--- config.mk ---
export PLATFORM = sky130hd
export DESIGN_NAME = chte_heads
export DESIGN_NICKNAME = d
export VERILOG_FILES = /design/src/rtl/chte_pkg.sv /design/src/rtl/chte_heads.sv
export SDC_FILE = /design/constraint.sdc
export NUM_CORES = 2
export LEC_CHECK = 0
export ABC_AREA = 1
export ABC_CLOCK_PERIOD_IN_PS = 2860
export BUFFER_PORTS_ARGS = -buffer_cell sky130_fd_sc_hd__buf_4
export CAP_MARGIN = 25
export CORE_AREA = 2 2 463 649
export CTS_BUF_LIST = sky130_fd_sc_hd__clkbuf_8
export CTS_CLUSTER_SIZE = 24
export DETAILED_ROUTE_END_ITERATION = 10
export DIE_AREA = 0 0 465 651
export GPL_TIMING_DRIVEN = 1
export PLACE_DENSITY = 0.51
export SKIP_LAST_GASP = 1
export SLEW_MARGIN = 20
export SYNTH_ARGS = -nofsm -noshare
export SYNTH_HDL_FRONTEND = slang
export SYNTH_SLANG_ARGS = --single-unit
--- constraint.sdc ---
create_clock -name i_clk -period 2.86 [get_ports i_clk]
set_clock_uncertainty 0.1 [all_clocks]
set_input_delay 0.429 -clock i_clk [delete_from_list [all_inputs] [get_ports i_clk]]
set_output_delay 0.429 -clock i_clk [all_outputs]
set_load 0.02 [all_outputs]
--- src/rtl/chte_pkg.sv ---
package chte_pkg;

    // Table geometry
    localparam int NUM_BUCKETS = 256;
    localparam int NUM_CELLS   = 1024;
    localparam int KEY_W       = 32;
    localparam int VAL_W       = 32;

    localparam int BKT_W  = (NUM_BUCKETS > 1) ? $clog2(NUM_BUCKETS) : 1;
    localparam int CELL_W = (NUM_CELLS > 1) ? $clog2(NUM_CELLS) : 1;
    localparam int LINK_W = $clog2(NUM_CELLS + 1);

    // A link equal to the pool size marks the end of a chain
    localparam logic [LINK_W-1:0] LINK_NULL = LINK_W'(NUM_CELLS);

    // Operation codes carried on tuser
    typedef logic [1:0] t_kind;
    localparam t_kind KIND_INSERT = 2'd0;
    localparam t_kind KIND_LOOKUP = 2'd1;
    localparam t_kind KIND_REMOVE = 2'd2;
    localparam t_kind KIND_UNUSED = 2'd3;

    typedef enum logic [3:0] {
        ST_IDLE,
        ST_INS_RD,
        ST_INS_WR,
        ST_HEAD_RD,
        ST_HEAD_LD,
        ST_WALK,
        ST_CMP,
        ST_REM,
        ST_RESP
    } t_state;

    typedef struct packed {
        logic [LINK_W-1:0] addr;
        logic              wr_kv;
        logic              wr_link;
        logic [KEY_W-1:0]  key;
        logic [VAL_W-1:0]  value;
        logic [LINK_W-1:0] link;
    } t_cell_req;

    typedef struct packed {
        logic [KEY_W-1:0]  key;
        logic [VAL_W-1:0]  value;
        logic [LINK_W-1:0] link;
    } t_cell_rsp;

    typedef struct packed {
        logic [BKT_W-1:0]  addr;
        logic              wr;
        logic [LINK_W-1:0] link;
    } t_head_req;

    typedef struct packed {
        logic             load;
        logic             ok;
        logic [VAL_W-1:0] value;
    } t_result;

endpackage

--- src/rtl/chte_heads.sv ---
module chte_heads
    import chte_pkg::*;
(
    input  logic              i_clk,
    input  logic              i_rst_n,
    input  t_head_req         i_req,
    output logic [LINK_W-1:0] o_head
);

    logic [LINK_W-1:0]      r_mem [NUM_BUCKETS];
    logic [NUM_BUCKETS-1:0] r_valid;
    logic [LINK_W-1:0]      r_rd_data;
    logic                   r_rd_hit;

    // Write a head and read the addressed bucket
    always_ff @(posedge i_clk) begin
        if (i_req.wr) begin
            r_mem[i_req.addr] <= i_req.link;
        end
        r_rd_data <= r_mem[i_req.addr];
    end

    // Track written buckets; an unwritten one is an empty chain
    always_ff @(posedge i_clk) begin
        if (!i_rst_n) begin
            r_valid  <= '0;
            r_rd_hit <= 1'b0;
        end else begin
            r_rd_hit <= r_valid[i_req.addr];
            if (i_req.wr) begin
                r_valid[i_req.addr] <= 1'b1;
            end
        end
    end

    assign o_head = r_rd_hit ? r_rd_data : LINK_NULL;

endmodule

* After elaboration in Yosys (flattened, before gate mapping)
Memories as Yosys holds them, arrays and structs flattened. A register that Yosys moved wholly into a read port is not among the register bits.
Cells that the tools add are included.
** Cells by class
- Add/sub/neg operators :: 0
- Mux-type cells :: 7
- Reduce and logical (&&, ||, !) cells :: 1
- Bitwise gates (word level) :: 1
- Equality and inequality tests :: 0
- Magnitude comparators :: 2
- Shift operators :: 0
- Divide/modulo/power cells :: 0
- $mul :: 0
** Operators with widths (number)
- OR 256 bit :: 1
- two-way mux 11 bit :: 1
- < comparator 8 x 9 -> 1 bit, second input constant :: 1
- binary-select mux 1 bit (select 8 bit) :: 1
- demux 1 bit (select 8 bit) :: 1
- >= comparator 8 x 1 -> 1 bit, second input constant :: 1
- two-way mux 1 bit :: 4
- logical AND 1 bit :: 1
** Word-level totals
- Output and inout port bits :: 11
- Bits in registers :: 257
- Bits of input ports :: 22
- Memory bits (read-only) :: 0
- Latch bits :: 0
- Memories :: 1
- Bits in writable memories :: 2816
** Memories
- r_mem :: words 256, width 11, read ports 1, clocked after Yosys merged registers in 1, wr ports 1, line chte_heads.sv:10 : logic [LINK_W-1:0] r_mem [NUM_BUCKETS];

* Depth between registers and ports, before layout
- Depth in word-level cells :: 5
- Gate-level depth with buffers :: 18
- Gate-level depth less buffers :: 15

* Worst setup path after synthesis
Ideal clock, no wire load.
- Path kind :: input-to-reg
- From :: input port i_req[13] in the netlist's numbering
- To :: memory r_mem[192][0] in the netlist's numbering (enable)
- Data required time :: 2.380 ns
- Path slack :: 0.366 ns
- Arrival time :: 2.014 ns
- Buffers on the path :: 3
- Stages :: 10
- Cell sequence :: buf_4 > nor2_4 > buf_2 > inv_2 > nor2_1 > inv_1 > nor2_1 > inv_2 > clkbuf_1 > nor2_1
** RTL lines
- from (decl) :: line chte_heads.sv:6 : input t_head_req i_req,
- to (decl) :: line chte_heads.sv:10
Straight into the memory's write port.

==> results by group <==
Global route
  • Initial antenna violation count: 23
  • Global-route usage over all layers: 25.0%
  • Wire length of the first global-routing pass: 555 mm
  • Largest net degree at the start of global routing: 90
  • Total congestion overflow: 0
  • Vias in the first global route: 79.4k

Critical path
  • Worst r2r src: r_mem[220][0]
  • Cells along the critical path: a22oi_1, nand2_1, nand2_1, nand2_1, o21ai_0, nand2_1, nor2_1, nor2_1, nor2_1, nand2_1
  • R2R depth: 10
  • Worst Setup Path Type: flop to flop
  • Peak fanout along the critical path: 1
  • Cell repeated most along the worst path: nand2_1
  • Crit path max-delay cell type: o21ai_0
  • Reg-to-Reg End: r_rd_data[0]
  • Family of cells with the greatest summed delay on the critical path: simple AND/OR/NAND/NOR gates
  • Buffers & Inverters on Critical Path: 0
  • Flop-to-flop setup slack: 130 ps
  • Largest stage delay on the critical path: 640 ps
  • Data required, critical path: 3700 ps
  • Kind of start point of the critical path: flop
  • Crit. End Element: flop
  • Worst EP arrival: 3560 ps

Power
  • Peak VDD IR: 0.437 mV
  • Leakage component of the power: 51.7 nW
  • Power Dens Cells: 629 nW/um2

CTS
  • CTS HTree Levels: 5
  • Num CTS Buffers: 461
  • Clock root cell: clkbuf_8
  • CTS Sinks: 3084
  • Clock transition at the register clock pins on the worst setup and hold paths after CTS: 70 ps
  • TritonCTS clock tree: yes
  • Buffer levels on the longest clock path: 4
  • Clock Latency Late Sink: 1080 ps

Final layout
  • Fillers: 26.6k
  • Area of all placed cells without fillers: 141000 um2
  • Post-route non-filler standard cell count: 15.0k
  • Number of nets in the layout: 10.6k
  • Share of post-route cells with drive strength above 1: 15.9%
  • Layout overhead on the synthesized area: 19.2%
  • Area used by multi-input combinational logic: 25800 um2
  • Area used by sequential logic in the layout: 89900 um2

Synthesis
  • Seq cells post-synth: 3084
  • Post-Syn Area per Cell: 12.4 um2
  • Top cell types by occurrence after synthesis: nand2_1 (3601), edfxtp_1 (2816), nor2_1 (1060)
  • FFs w/ async S/R, synth: 0%
  • Post-synth top area share: 71.4%
  • Yosys warnings: 0
  • Unique cell type count in the Yosys netlist: 22
  • Main flop type after synthesis: edfxtp_1
  • Cell count after synthesis: 9565
  • Leading cell types by total area after synthesis: edfxtp_1 (71%), nand2_1 (11%), dfxtp_1 (4.5%)
  • Sequential element share of the synthesized area: 75.9%
  • Biggest area consumer among synthesized cells: edfxtp_1
  • Net Count, Synth: 9587
  • Post-synth EDFFs: 2816
  • Synth Cell Area: 118000 um2
  • Most repeated cell in the gate-level netlist after synthesis: nand2_1

Route
  • Starting DRC count in detailed routing: 7336
  • Number of vias per cell: 5.28
  • Number of remaining DRC errors: 0
  • Aggregate routed wire length: 387 mm
  • Post-route antenna net violation count: 0
  • Routed wire per std cell: 25.9 um
  • Vias: 79.0k
  • DR pass1 iterations: 5

Floorplan
  • Starting utilization of the core area: 39.9%
  • Die footprint: 303000 um2
  • X dimension of the die: 465 um
  • Area of the core region: 297000 um2
  • Height of the die: 651 um
  • Number of core rows: 237
  • Number of top-level design ports: 33

Timing
  • Fmax: 367 MHz
  • Time the worst path needs with I/O delays and setup: 2730 ps
  • Pins over their slew limit: 0
  • Number of endpoints failing setup at the final stage: 0
  • Unrepaired setup endpoints after global routing: no
  • Count of endpoints failing hold in the final timing report: 0
  • Worst relative slew slack: 38.0%
  • Actual transition at the worst max-transition pin: 926 ps
  • Final period utilization: 95.4%

Placed design
  • Number of placed instances, taps included: 14.1k
  • Half-perimeter wire length after detailed placement: 248 mm
  • Number of port buffers: 32
  • Cell area after placement: 132000 um2
  • Routability cong.: 0.878

Min path
  • Launch instance of the worst min-delay path: i_rst_n
  • Capture endpoint of the worst hold path: r_valid[247]
  • Hold Path Class: input port to flop
  • Cells on Worst Hold Path: 3

Job
  • MaxCap Viol Count: 0

Outcome
  • Run status: complete, no violations
how the worst max path moves through the flow:
stage | endpoint | startpoint | cells after the start
floorplan | r_mem[192][0] | i_req[13] | 10
global placement | r_mem[40][3] | i_req[13] | 10
detailed placement | r_mem[40][1] | i_req[13] | 10
CTS | o_head[8] | r_rd_hit | 4
global route | o_head[2] | r_rd_hit | 4
finish | r_rd_data[0] | r_mem[220][0] | 10
stage by stage:
stage | power (mW) | hold WS (ps) | worst slack [ps] | utilization, % | setup TNS, ps
floorplan | 52.5 | 340 | 366 | - | 0
global placement | 55.9 | 348 | -903 | 44.6 | -116650
detailed placement | 56.0 | 353 | -855 | 44.6 | -103370
CTS | 89.6 | 138 | 129 | 47.6 | 0
global route | 91.7 | 207 | 67.3 | 47.6 | 0
finish | 88.8 | 247 | 132 | 47.6 | 0
repair_timing:
item                                     CTS  global route
hold buffers                              16             0
endpoints found under the setup margin    11             0
setup buffers                              2             0
resized for setup                          3             0
endpoints found under the hold margin   1820             0
flip-flops by register name, indices dropped and copies added (netlist names):
signal,flops
r_rd_data,11
r_mem,2816
r_valid,256
r_rd_hit,1
layer usage:
metal  up-vias  track usage (%)  routed length (um)
met1     39700             32.0              154000
met3       644             3.51               24200
li1      35800                -                   -
met5         -                0                  10
met2      2877             42.9              192000
met4         2             9.81               16000
report_power, final:
group | leakage (nW) | switching, mW | total [mW] | internal (mW)
Combinational | 19.1 | 3.99 | 5.72 | 1.72
Sequential | 27.5 | 0.0666 | 49.3 | 49.2
Clock | 5.06 | 17.1 | 33.8 | 16.7
Total | 51.7 | 21.2 | 88.8 | 67.6
worst min-delay path: stages:
cell and delay, ps:
dlygate4sd3_1 560, buf_4 210, o21a_1 110
cell usage in the layout (no fill, tap or decap), drive strengths merged:
master / synthesis / final
dlygate4sd3: 0 / 16
o21ai: 86 / 86
clkinvlp: 0 / 6
edfxtp: 2816 / 2816
buf: 328 / 1099
inv: 86 / 277
nand3: 26 / 26
nand2: 3602 / 3602
a21oi: 11 / 11
bufinv: 0 / 10
a22oi: 648 / 648
nor2: 1104 / 1104
clkbuf: 189 / 488
diode: 0 / 7
clkinv: 1 / 154
nand4: 395 / 395
o21a: 5 / 5
dfxtp: 268 / 268
layout make-up:
cell class | instances | share of cell area (%)
timing repair buffer | 1115 | 8.21
clock buffer | 488 | 4.76
inverter | 87 | 0.258
sequential | 3084 | 63.7
clock inverter | 360 | 1.28
tap | 3943 | 3.49
multi-input combinational | 5877 | 18.3
antenna | 7 | 0.0124
cells by family after synthesis:
kind of cell,count (synthesis),synth area share [%]
AND/OR/NAND/NOR,5127,17.2
flip-flops,3084,75.9
AO/OA/AOI/OAI,750,4.55
buffers and inverters,604,2.32
(Power assumes the default switching activity.)
