### src/rtl/chte_pkg.sv
package chte_pkg;

    // Table geometry
    localparam int NUM_BUCKETS = 256;
    localparam int NUM_CELLS   = 1024;
    localparam int KEY_W       = 32;
    localparam int VAL_W       = 32;

    localparam int BKT_W  = (NUM_BUCKETS > 1) ? $clog2(NUM_BUCKETS) : 1;
    localparam int CELL_W = (NUM_CELLS > 1) ? $clog2(NUM_CELLS) : 1;
    localparam int LINK_W = $clog2(NUM_CELLS + 1);

    // A link equal to the pool size marks the end of a chain
    localparam logic [LINK_W-1:0] LINK_NULL = LINK_W'(NUM_CELLS);

    // Operation codes carried on tuser
    typedef logic [1:0] t_kind;
    localparam t_kind KIND_INSERT = 2'd0;
    localparam t_kind KIND_LOOKUP = 2'd1;
    localparam t_kind KIND_REMOVE = 2'd2;
    localparam t_kind KIND_UNUSED = 2'd3;

    typedef enum logic [3:0] {
        ST_IDLE,
        ST_INS_RD,
        ST_INS_WR,
        ST_HEAD_RD,
        ST_HEAD_LD,
        ST_WALK,
        ST_CMP,
        ST_REM,
        ST_RESP
    } t_state;

    typedef struct packed {
        logic [LINK_W-1:0] addr;
        logic              wr_kv;
        logic              wr_link;
        logic [KEY_W-1:0]  key;
        logic [VAL_W-1:0]  value;
        logic [LINK_W-1:0] link;
    } t_cell_req;

    typedef struct packed {
        logic [KEY_W-1:0]  key;
        logic [VAL_W-1:0]  value;
        logic [LINK_W-1:0] link;
    } t_cell_rsp;

    typedef struct packed {
        logic [BKT_W-1:0]  addr;
        logic              wr;
        logic [LINK_W-1:0] link;
    } t_head_req;

    typedef struct packed {
        logic             load;
        logic             ok;
        logic [VAL_W-1:0] value;
    } t_result;

endpackage

### src/rtl/chte_ctrl.sv
module chte_ctrl
    import chte_pkg::*;
(
    input  logic              i_clk,
    input  logic              i_rst_n,
    input  logic              i_accept,
    input  t_kind             i_kind,
    input  logic [KEY_W-1:0]  i_key,
    input  logic [VAL_W-1:0]  i_value,
    input  logic              i_out_free,
    input  logic [LINK_W-1:0] i_head,
    input  t_cell_rsp         i_cell,
    output logic              o_idle,
    output t_cell_req         o_cell,
    output t_head_req         o_head,
    output t_result           o_result
);

    t_state            r_state, n_state;
    t_kind             r_kind, n_kind;
    logic [KEY_W-1:0]  r_key, n_key;
    logic [VAL_W-1:0]  r_val, n_val;
    logic [LINK_W-1:0] r_free_head, n_free_head;
    logic [LINK_W-1:0] r_cur, n_cur;
    logic [LINK_W-1:0] r_prev, n_prev;
    logic [LINK_W-1:0] r_steps, n_steps;
    logic              r_res_ok, n_res_ok;
    logic [VAL_W-1:0]  r_res_val, n_res_val;
    logic              key_match;

    // Shared key comparator for the chain walk
    assign key_match = (i_cell.key == r_key);

    always_ff @(posedge i_clk) begin
        if (!i_rst_n) begin
            r_state     <= ST_IDLE;
            r_free_head <= '0;
            r_steps     <= '0;
        end else begin
            r_state     <= n_state;
            r_free_head <= n_free_head;
            r_steps     <= n_steps;
        end
    end

    always_ff @(posedge i_clk) begin
        r_kind    <= n_kind;
        r_key     <= n_key;
        r_val     <= n_val;
        r_cur     <= n_cur;
        r_prev    <= n_prev;
        r_res_ok  <= n_res_ok;
        r_res_val <= n_res_val;
    end

    // Sequence one operation
    always_comb begin
        n_state     = r_state;
        n_kind      = r_kind;
        n_key       = r_key;
        n_val       = r_val;
        n_free_head = r_free_head;
        n_cur       = r_cur;
        n_prev      = r_prev;
        n_steps     = r_steps;
        n_res_ok    = r_res_ok;
        n_res_val   = r_res_val;

        o_cell.addr    = r_cur;
        o_cell.wr_kv   = 1'b0;
        o_cell.wr_link = 1'b0;
        o_cell.key     = r_key;
        o_cell.value   = r_val;
        o_cell.link    = r_free_head;

        // Bucket is the key modulo a power-of-two bucket count
        o_head.addr = r_key[BKT_W-1:0];
        o_head.wr   = 1'b0;
        o_head.link = r_free_head;

        o_result.load  = 1'b0;
        o_result.ok    = r_res_ok;
        o_result.value = r_res_val;

        case (r_state)
            ST_IDLE: begin
                if (i_accept) begin
                    n_kind    = i_kind;
                    n_key     = i_key;
                    n_val     = i_value;
                    n_res_ok  = 1'b0;
                    n_res_val = '0;
                    case (i_kind)
                        KIND_INSERT:              n_state = ST_INS_RD;
                        KIND_LOOKUP, KIND_REMOVE: n_state = ST_HEAD_RD;
                        default:                  n_state = ST_RESP;
                    endcase
                end
            end
            ST_INS_RD: begin
                // Read the free cell's link and the bucket head
                o_cell.addr = r_free_head;
                n_state = (r_free_head == LINK_NULL) ? ST_RESP : ST_INS_WR;
            end
            ST_INS_WR: begin
                // Fill the cell and push it onto its chain
                o_cell.addr    = r_free_head;
                o_cell.wr_kv   = 1'b1;
                o_cell.wr_link = 1'b1;
                o_cell.link    = i_head;
                o_head.wr      = 1'b1;
                o_head.link    = r_free_head;
                n_free_head    = i_cell.link;
                n_res_ok       = 1'b1;
                n_state        = ST_RESP;
            end
            ST_HEAD_RD: begin
                n_state = ST_HEAD_LD;
            end
            ST_HEAD_LD: begin
                n_cur   = i_head;
                n_prev  = LINK_NULL;
                n_steps = '0;
                n_state = ST_WALK;
            end
            ST_WALK: begin
                // Stop at chain end or at the step bound, else fetch the current cell
                if ((r_cur == LINK_NULL) || (r_steps == LINK_W'(NUM_CELLS))) begin
                    n_state = ST_RESP;
                end else begin
                    n_state = ST_CMP;
                end
            end
            ST_CMP: begin
                if (key_match) begin
                    if (r_kind == KIND_LOOKUP) begin
                        n_res_ok  = 1'b1;
                        n_res_val = i_cell.value;
                        n_state   = ST_RESP;
                    end else begin
                        // Unlink the match from its predecessor or the head
                        if (r_prev == LINK_NULL) begin
                            o_head.wr   = 1'b1;
                            o_head.link = i_cell.link;
                        end else begin
                            o_cell.addr    = r_prev;
                            o_cell.wr_link = 1'b1;
                            o_cell.link    = i_cell.link;
                        end
                        n_state = ST_REM;
                    end
                end else begin
                    n_prev  = r_cur;
                    n_cur   = i_cell.link;
                    n_steps = r_steps + LINK_W'(1);
                    n_state = ST_WALK;
                end
            end
            ST_REM: begin
                // Return the cell to the free list
                o_cell.addr    = r_cur;
                o_cell.wr_link = 1'b1;
                o_cell.link    = r_free_head;
                n_free_head    = r_cur;
                n_res_ok       = 1'b1;
                n_state        = ST_RESP;
            end
            ST_RESP: begin
                if (i_out_free) begin
                    o_result.load = 1'b1;
                    n_state       = ST_IDLE;
                end
            end
            default: begin
                n_state = ST_IDLE;
            end
        endcase
    end

    assign o_idle = (r_state == ST_IDLE);

`ifndef SYNTHESIS
    a_insert_full_fails: assert property (@(posedge i_clk) disable iff (!i_rst_n)
        (r_state == ST_INS_RD && r_free_head == LINK_NULL)
            |=> (r_state == ST_RESP && !r_res_ok))
        else $error("insert into an empty pool did not fail");

    a_accept_starts: assert property (@(posedge i_clk) disable iff (!i_rst_n)
        (r_state == ST_IDLE && i_accept) |=> (r_state != ST_IDLE))
        else $error("accepted item did not start an operation");

    a_resp_done: assert property (@(posedge i_clk) disable iff (!i_rst_n)
        (r_state == ST_RESP && i_out_free) |=> (r_state == ST_IDLE))
        else $error("result transfer did not return to idle");

    a_step_bound: assert property (@(posedge i_clk) disable iff (!i_rst_n)
        r_steps <= LINK_W'(NUM_CELLS))
        else $error("chain walk passed the pool size");

    a_remove_frees: assert property (@(posedge i_clk) disable iff (!i_rst_n)
        (r_state == ST_REM) |=> (r_free_head == $past(r_cur)))
        else $error("removed cell not at free list head");
`endif

endmodule

### config.mk
export PLATFORM = sky130hd
export DESIGN_NAME = chte_ctrl
export DESIGN_NICKNAME = d
export VERILOG_FILES = /design/src/rtl/chte_pkg.sv /design/src/rtl/chte_ctrl.sv
export SDC_FILE = /design/constraint.sdc
export NUM_CORES = 1
export LEC_CHECK = 0
export ABC_AREA = 1
export ABC_CLOCK_PERIOD_IN_PS = 7000
export BUFFER_PORTS_ARGS = -buffer_cell sky130_fd_sc_hd__buf_2
export CAP_MARGIN = 30
export CORE_MARGIN = 8
export CORE_UTILIZATION = 51
export DETAILED_ROUTE_END_ITERATION = 10
export HOLD_SLACK_MARGIN = 0.1
export PLACE_DENSITY = 0.9
export SLEW_MARGIN = 20
export SYNTH_ARGS = -nofsm -noshare
export SYNTH_HDL_FRONTEND = slang
export SYNTH_SLANG_ARGS = --single-unit
### constraint.sdc
create_clock -name i_clk -period 7 [get_ports i_clk]
set_clock_uncertainty 0.05 [all_clocks]
set_input_delay 0.7 -clock i_clk [delete_from_list [all_inputs] [get_ports i_clk]]
set_output_delay 0.7 -clock i_clk [all_outputs]
set_load 0.01 [all_outputs]
# == Yosys cells after proc, flatten, opt, wreduce, memory -nomap -nowiden ==
# Index checks and enable logic that the tools add are counted.
# totals
in_bits,156
reg_bits,147
# op_classes
n_eq_ne,21
muxes,42
reduce_logical,15
n_addsub,1
# op_table
operator,n
$pmux W11 S2,6
$mux W11,9
$mux W32,3
$pmux W32 S2,1
$eq A11 B11 Y1 const B,4
$mux W12,3
$eq A32 B32 Y1,1
$pmux W4 S8,1
$mux W4,6
$pmux W12 S2,1
$eq A4 B3 Y1 const B,4
$add A11 B1 Y11 const B,1
$ne A2 B2 Y1 const B,5
$mux W1,9
$eq A4 B2 Y1 const B,2
$pmux W4 S2,1
$reduce_and A4 Y1,2
$reduce_and A2 Y1,3
$reduce_bool A2 Y1,3
$reduce_or A2 Y1,3
$eq A2 B1 Y1 const B,2
$eq A4 B1 Y1 const B,1
$eq A4 B4 Y1 const B,1
$logic_not A4 Y1,1
other kinds (6),6

# == Depth between registers and ports, before layout ==
# Gate-level depths: netlist (run 1).
# depth
depth_word,5
ltp_mapped,14

# == Least setup slack after synthesis (run 1) ==
# Ideal clock, no wire load.
# synth_path
path_type,register -> register
start,reg r_state[3]
end,"reg r_res_ok, enable pin"
path_buffers,0
period_less_slack_ns,4.219
path_slack_ns,2.781
stages_incl_launch_ff,7
t_arrival_ns,3.866
path_cell_list,dfxtp_1 -> nor2_1 -> inv_1 -> nor2_2 -> inv_1 -> nor2_1 -> o21a_1
# synth_between
word_cells_on_any_way,10
classes_between,6 x eq/ne; 4 x reduce/logical
# synth_rtl
item,line_no,rtl
"start, declared",chte_ctrl.sv:19,"t_state r_state, n_state;"
"start signal, assigned",chte_ctrl.sv:40,r_state <= n_state;
$logic_not A4 Y1 (*),n/a,
named net o_idle,chte_ctrl.sv:13,"output logic o_idle,"
$ne A2 B2 Y1 (no line) / $reduce_bool A3 Y1 (equally long branches),n/a,
$reduce_and A4 Y1 (no line) (*),n/a,
"end signal, assigned",chte_ctrl.sv:52,r_res_ok <= n_res_ok;
"end, declared",chte_ctrl.sv:27,"logic r_res_ok, n_res_ok;"
# The timed path passes the listed nets; every way through them passes the cells marked *.
# A chain may end at the register's enable or synchronous reset.

==> run_results.csv, run 1 <==
group,metric,value,unit
clock_tree,clkLatencyLatePin,420,ps
sta,period_minus_slack,3770,ps
critical_path,r2r-start,"r_state[2]$_SDFFE_PN0P_",
grt,grt_pass1_wl,37.3,mm
layout,syn2layout_area_growth,27.6,%
synthesis,synth_top_family_by_area,"simple AND/OR/NAND/NOR gates",
place,post-dp-hpwl,18.8,mm
place,io_buffers,298,
layout,final_area,9850,sq um
layout,drive_gt1_frac,0.302,
route,drt-met1-wl,9.78,mm
sta,fmax,0.265,GHz
synthesis,yosysSeqAreaShare,0.538,
route,drtIter0Drc,779,
critical_path,endpoint,"o_cell[85]",
synthesis,synth-simple-area-share,0.239,
sta,slew_violations,0,
pwr,power.density,377,nW/um^2
critical_path,cp.required,6250,ps
layout,fillCellCount,1217,
route,via_per_inst,5.16,
route,highest_layer,"met4",
critical_path,crit_start,"r_state[2]$_SDFFE_PN0P_",
critical_path,critPathMaxFanout,41,
synthesis,netlist_area,7720,sq um
synthesis,ys_async_sr_fraction,0,
pwr,p_switching,1420,uW
sta,holdWs,399,ps
synthesis,yosysUniqueCellTypes,37,
floorplan,core_area,15000,sq um
synthesis,synthAdderAreaFrac,0.00486,
synthesis,syn_avg_cell_area,8.39,sq um
floorplan,fp.dieArea,19300,sq um
critical_path,worst_setup_path_start_kind,"flip-flop",
sta,finalSetupViolations,0,
grt,grt_overflow_total,0,
clock_tree,clockBufferDepth,2,
pwr,sw_frac_of_total,0.382,
sta,max_slew.worst_pin.slew,877,ps
critical_path,end_kind,"primary output",
grt,grt_max_degree,67,
pwr,max-vdd-ir-drop,279,uV
critical_path,worst-setup-path-type,"flip-flop to primary output",
clock_tree,cts_tree,"done",
clock_tree,hold_buffers,0,
sta,fin_crit_sh,0.538,
min_path,hp-class,"input pin to flip-flop",
synthesis,synth.largest_area_cell,"edfxtp_1",
clock_tree,numCtsBuffers,17,
pwr,leakage,0.00485,uW
run,maxCapViolations,0,
clock_tree,cts_setup_buffers,0,
synthesis,ys_seq_elements,147,
layout,nNetsFinal,1357,
pwr,p_int,2300,uW
synthesis,synth_xor_area_frac,0.0318,
critical_path,reg2reg_to,"r_res_val[29]$_SDFFCE_PN0P_",
synthesis,yosysWarningCount,0,
floorplan,start_util,0.516,
floorplan,die_x,139,microns
clock_tree,clockRootBuffer,"clkbuf_16",
pwr,combPwrFrac,0.380,
floorplan,rows,45,
synthesis,ys_top_cells_by_count,"nand2_1 (275), inv_1 (143), edfxtp_1 (121)",
route,ant_nets,0,
grt,antenna_found_initial,2,
sta,tns,0,ps
critical_path,reg2reg_slack,3850,ps
synthesis,synth.most_common_cell,"nand2_1",
synthesis,synth_area_leaders,"edfxtp_1 (47%), nand2_1 (13%), inv_1 (7.0%), dfxtp_1 (6.7%), nor2_1 (4.2%)",
sta,relSlewSlack,0.413,
synthesis,synth_edf_count,121,
route,drt_pass1_iterations,6,
sta,hold_viol_final,0,
route,route.met2.wl,11.5,mm
route,drt-total-wl,24.2,mm
synthesis,yosys.area.top_type_share,0.471,
place,dpl-instance-area,9250,sq um
synthesis,synth.area.mux_share,0,
clock_tree,h-tree-depth,4,
pwr,pwr-share-clk,0.227,
sta,rsz0062_at_grt,"false",
floorplan,fp.dieH,139,microns
grt,grtUsageTotal,0.246,
synthesis,synth-compound-area-share,0.0794,
critical_path,rr_worst_depth,10,
pwr,p_total,3720,uW
grt,grt_pass1_vias,6779,
pwr,seqPwrFrac,0.393,
route,drc_errors,0,
route,routed-via-count,7219,
synthesis,synthCells,920,
synthesis,synth_nets,1079,
clock_tree,clkSinkCount,147,
clock_tree,ctsResizeCount,0,
place,gp_congestion,0.945,
route,wl_met3,2.46,mm
critical_path,worst_ep_arrival_time,3020,ps
route,routedWlPerCell,17.3,microns
floorplan,io_pins,299,
status,outcome,"finished, final reports clean",
clock_tree,clk_pin_slew,60,ps
synthesis,synthFlopType,"edfxtp_1",
## worst max-delay path, stage by stage, from the launching register on
cell	delay (ps)
dfxtp_1	340
inv_2	50
nor2_2	170
inv_2	90
nor2_8	490
inv_2	460
nand2_1	420
o22ai_1	110
nand3b_1	240
buf_2	180
## through the flow
stage | cells | util | setup slack, ps
2_1_floorplan | 920 | - | 2780
3_3_place_gp | 1363 | 0.616 | 3470
3_5_place_dp | 1364 | 0.618 | 3470
4_1_cts | 1395 | 0.654 | 3240
5_1_grt | 1400 | 0.658 | 2990
6_report | 1400 | 0.658 | 3230
## routing by layer
| layer | up-vias | global-route usage |
|---|---|---|
| li1 | 3491 | - |
| met1 | 3284 | 0.305 |
| met2 | 401 | 0.397 |
| met3 | 43 | 0.0740 |
| met4 | 0 | 0.0930 |
| met5 | - | 0 |
## logic make-up (layout without fill, tap and decap cells)
logic type                 Yosys count  count (layout)
AOI/OAI and AO/OA                  108             108
xor gates and xnor gates            28              28
adders and majority gates            3               3
buffers and inverters              195             485
DFF                                147             147
other                                0               2
and+or+nand+nor                    439             439
## sequential cells by signal (all words and copies together), names as in the netlist
| register | count |
|---|---|
| r_key | 32 |
| r_prev | 11 |
| r_cur | 11 |
| r_state | 4 |
| r_res_ok | 1 |
| r_steps | 11 |
| r_kind | 2 |
| r_val | 32 |
| r_res_val | 32 |
| r_free_head | 11 |
## area by class of cell
cell class | count | area (sq um) | area share
Timing Repair Buffer | 304 | 1590 | 0.161
Clock buffer | 18 | 429 | 0.0436
Multi-Input combinational cell | 578 | 2760 | 0.280
Sequential cell | 147 | 4150 | 0.422
Antenna cell | 2 | 5.00 | 0.000508
Clock inverter | 13 | 113 | 0.0114
Inverter | 150 | 563 | 0.0572
Tap cell | 188 | 235 | 0.0239
## worst min-delay path by stage
stage                                   startpoint                  endpoint  slack (ps)  depth (start not counted)
after floorplan           r_steps[10]$_SDFFE_PN0P_  r_steps[10]$_SDFFE_PN0P_         430                          2
after global placement    r_steps[10]$_SDFFE_PN0P_  r_steps[10]$_SDFFE_PN0P_         450                          2
after detailed placement   r_steps[8]$_SDFFE_PN0P_   r_steps[8]$_SDFFE_PN0P_         460                          2
after CTS                                 i_key[9]        r_key[9]$_DFFE_PP_         380                          1
after global routing                   i_value[13]       r_val[13]$_DFFE_PP_         380                          1
final                                  i_value[13]       r_val[13]$_DFFE_PP_         400                          1
## power groups by stage
stage	Combinational, uW	Sequential (uW)	Clock [uW]
5_1_grt	1540	1480	889
6_report	1410	1460	844
3_3_place_gp	1340	1460	0
2_1_floorplan	699	1580	0
4_1_cts	1370	1460	853
3_5_place_dp	1360	1480	0
## cell usage in the layout, fill, tap and decap left out, types with 21 or more instances in the layout
cell,n
nor2_1,86
nand3_1,32
o21ai_0,44
dfxtp_1,26
inv_1,143
edfxtp_1,121
a21oi_1,24
buf_2,298
xnor2_1,21
nand2_1,275
(Power assumes the default switching activity.)
==> inputs of run 2 (changes only) <==
--- a/config.mk
+++ b/config.mk
@@ -6,14 +6,14 @@
 export NUM_CORES = 1
 export LEC_CHECK = 0
 export ABC_AREA = 1
-export ABC_CLOCK_PERIOD_IN_PS = 7000
+export ABC_CLOCK_PERIOD_IN_PS = 3900
 export BUFFER_PORTS_ARGS = -buffer_cell sky130_fd_sc_hd__buf_2
 export CAP_MARGIN = 30
 export CORE_MARGIN = 8
-export CORE_UTILIZATION = 51
+export CORE_UTILIZATION = 50
 export DETAILED_ROUTE_END_ITERATION = 10
 export HOLD_SLACK_MARGIN = 0.1
-export PLACE_DENSITY = 0.9
+export PLACE_DENSITY = 0.89
 export SLEW_MARGIN = 20
 export SYNTH_ARGS = -nofsm -noshare
 export SYNTH_HDL_FRONTEND = slang
==> constraint.sdc (replaced) <==
create_clock -name i_clk -period 3.9 [get_ports i_clk]
set_clock_uncertainty 0.05 [all_clocks]
set_input_delay 0.39 -clock i_clk [delete_from_list [all_inputs] [get_ports i_clk]]
set_output_delay 0.39 -clock i_clk [all_outputs]
set_load 0.01 [all_outputs]
==> run 2 against run 1 <==
  * Worst setup slack got worse by 2800 ps
  * Hold slack lost 280 ps
  * Utilization is 3.5 points higher
  * Cell area is 6.5% higher
  * Clock power increased by 98%
  * Final cell count is 4.4% higher
  * Via count grew 7.4%
  * First-iteration DRC count fell by 2.8%
  * Power increased by 87%
  * Clock-buffer cell count unchanged
==> run_results.csv, run 2 (synthesis gave the netlist of run 1 again) <==
group,metric,value,unit
status,outcome,"finished, final reports clean",
sta,rsz0062_at_grt,"false",
critical_path,worst_setup_path_start_kind,"flip-flop",
clock_tree,numCtsBuffers,17,
sta,relSlewSlack,0.404,
layout,reg.largest.list,"r_key x32, r_res_val x32, r_val x32",
route,drt-total-wl,26.6,mm
sta,slew_violations,0,
grt,grt_overflow_total,0,
route,routedWlPerCell,18.2,microns
critical_path,critPathMaxFanout,25,
critical_path,end_kind,"primary output",
floorplan,rows,45,
pwr,max-vdd-ir-drop,551,uV
sta,period_minus_slack,3430,ps
layout,layout_commonest_cell,"buf_2",
clock_tree,clkLatencyLatePin,430,ps
sta,fin_crit_sh,0.879,
clock_tree,clkSinkCount,147,
floorplan,die_x,140,microns
pwr,leakage,0.00513,uW
place,gp_congestion,0.950,
run,maxCapViolations,0,
layout,syn2layout_area_growth,35.9,%
critical_path,cp.required,3460,ps
clock_tree,clk_pin_slew,80,ps
clock_tree,clockRootBuffer,"clkbuf_16",
floorplan,fp.dieH,140,microns
place,io_buffers,298,
grt,grt_pass1_vias,7557,
route,ant_nets,0,
grt,grt_pass1_wl,40.8,mm
clock_tree,clockBufferDepth,2,
sta,tns,0,ps
grt,grt_max_degree,64,
clock_tree,cts_setup_buffers,0,
layout,nNetsFinal,1419,
grt,antenna_found_initial,1,
layout,fillCellCount,1105,
floorplan,start_util,0.510,
place,post-dp-hpwl,18.2,mm
floorplan,io_pins,299,
grt,grtUsageTotal,0.266,
sta,finalSetupViolations,0,
floorplan,core_area,15100,sq um
pwr,power.density,662,nW/um^2
sta,fmax,0.292,GHz
critical_path,worst-setup-path-type,"flip-flop to primary output",
sta,hold_viol_final,0,
route,via_per_inst,5.30,
route,routed-via-count,7754,
sta,max_slew.worst_pin.slew,892,ps
layout,final_core_util,0.693,
layout,mostFrequentLayoutCells,"buf_2 (298), nand2_1 (275), inv_1 (143)",
critical_path,worst_ep_arrival_time,2990,ps
clock_tree,cts_tree,"done",
route,drc_errors,0,
route,drtIter0Drc,757,
floorplan,fp.dieArea,19700,sq um
clock_tree,hold_buffers,60,
clock_tree,ctsResizeCount,0,
clock_tree,h-tree-depth,4,
min_path,hp-class,"input pin to flip-flop",
route,drt_pass1_iterations,6,
layout,drive_gt1_frac,0.291,
-- run 2: metal layers --
layer,vias up,track usage,part of all wire
met5,-,0,0
met4,0,0.115,0.034
met3,76,0.0697,0.10
met2,487,0.453,0.49
met1,3583,0.311,0.38
li1,3608,-,-
-- run 2: path summary, 6_finish.rpt --
path	start	end	slack, ps	cells past startpoint
worst max register to register	r_key[13]$_DFFE_PP_	r_prev[5]$_SDFFCE_PN0P_	1210	8
worst min-delay path	i_kind[0]	r_kind[0]$_DFFE_PP_	120	1
worst max-delay path	r_key[13]$_DFFE_PP_	o_head[8]	470	10
worst min register to register	r_steps[10]$_SDFFE_PN0P_	r_steps[10]$_SDFFE_PN0P_	480	2
-- run 2: final cells by class --
| class | count | area (sq um) | area share |
|---|---|---|---|
| antenna | 1 | 2.50 | 0.000239 |
| clock buffer | 18 | 429 | 0.0409 |
| clock inverter | 14 | 165 | 0.0157 |
| inverter | 150 | 563 | 0.0537 |
| multi-input combinational | 578 | 2760 | 0.263 |
| sequential | 147 | 4150 | 0.396 |
| tap | 188 | 235 | 0.0224 |
| timing repair buffer | 366 | 2180 | 0.208 |
-- run 2: metrics by stage --
step           power [uW]  hold WS, ps  std cells  worst slack, ps  cell area, sq um
2_1_floorplan        4080          431        920              559              7720
3_3_place_gp         5030          449       1367             1040              9250
3_5_place_dp         5110          467       1367             1010              9250
4_1_cts              6830          102       1459              589             10400
5_1_grt              7280          102       1462              316             10500
6_report             6950          116       1462              473             10500
-- run 2: power breakdown --
group | total [uW] | leakage [uW] | internal [uW] | switching, uW
Combinational | 2670 | 0.00347 | 933 | 1730
Clock | 1670 | 0.000291 | 964 | 703
Sequential | 2620 | 0.00137 | 2360 | 253
-- run 2: critical path: stages, from the launching register on --
cell and delay, ps:
edfxtp_1 430, xnor2_1 230, nand2_1 80, nor2_1 150, nand2_1 130, nor2_4 190
nand2_4 240, inv_2 380, nand3_2 280, o21ai_1 240, buf_2 170
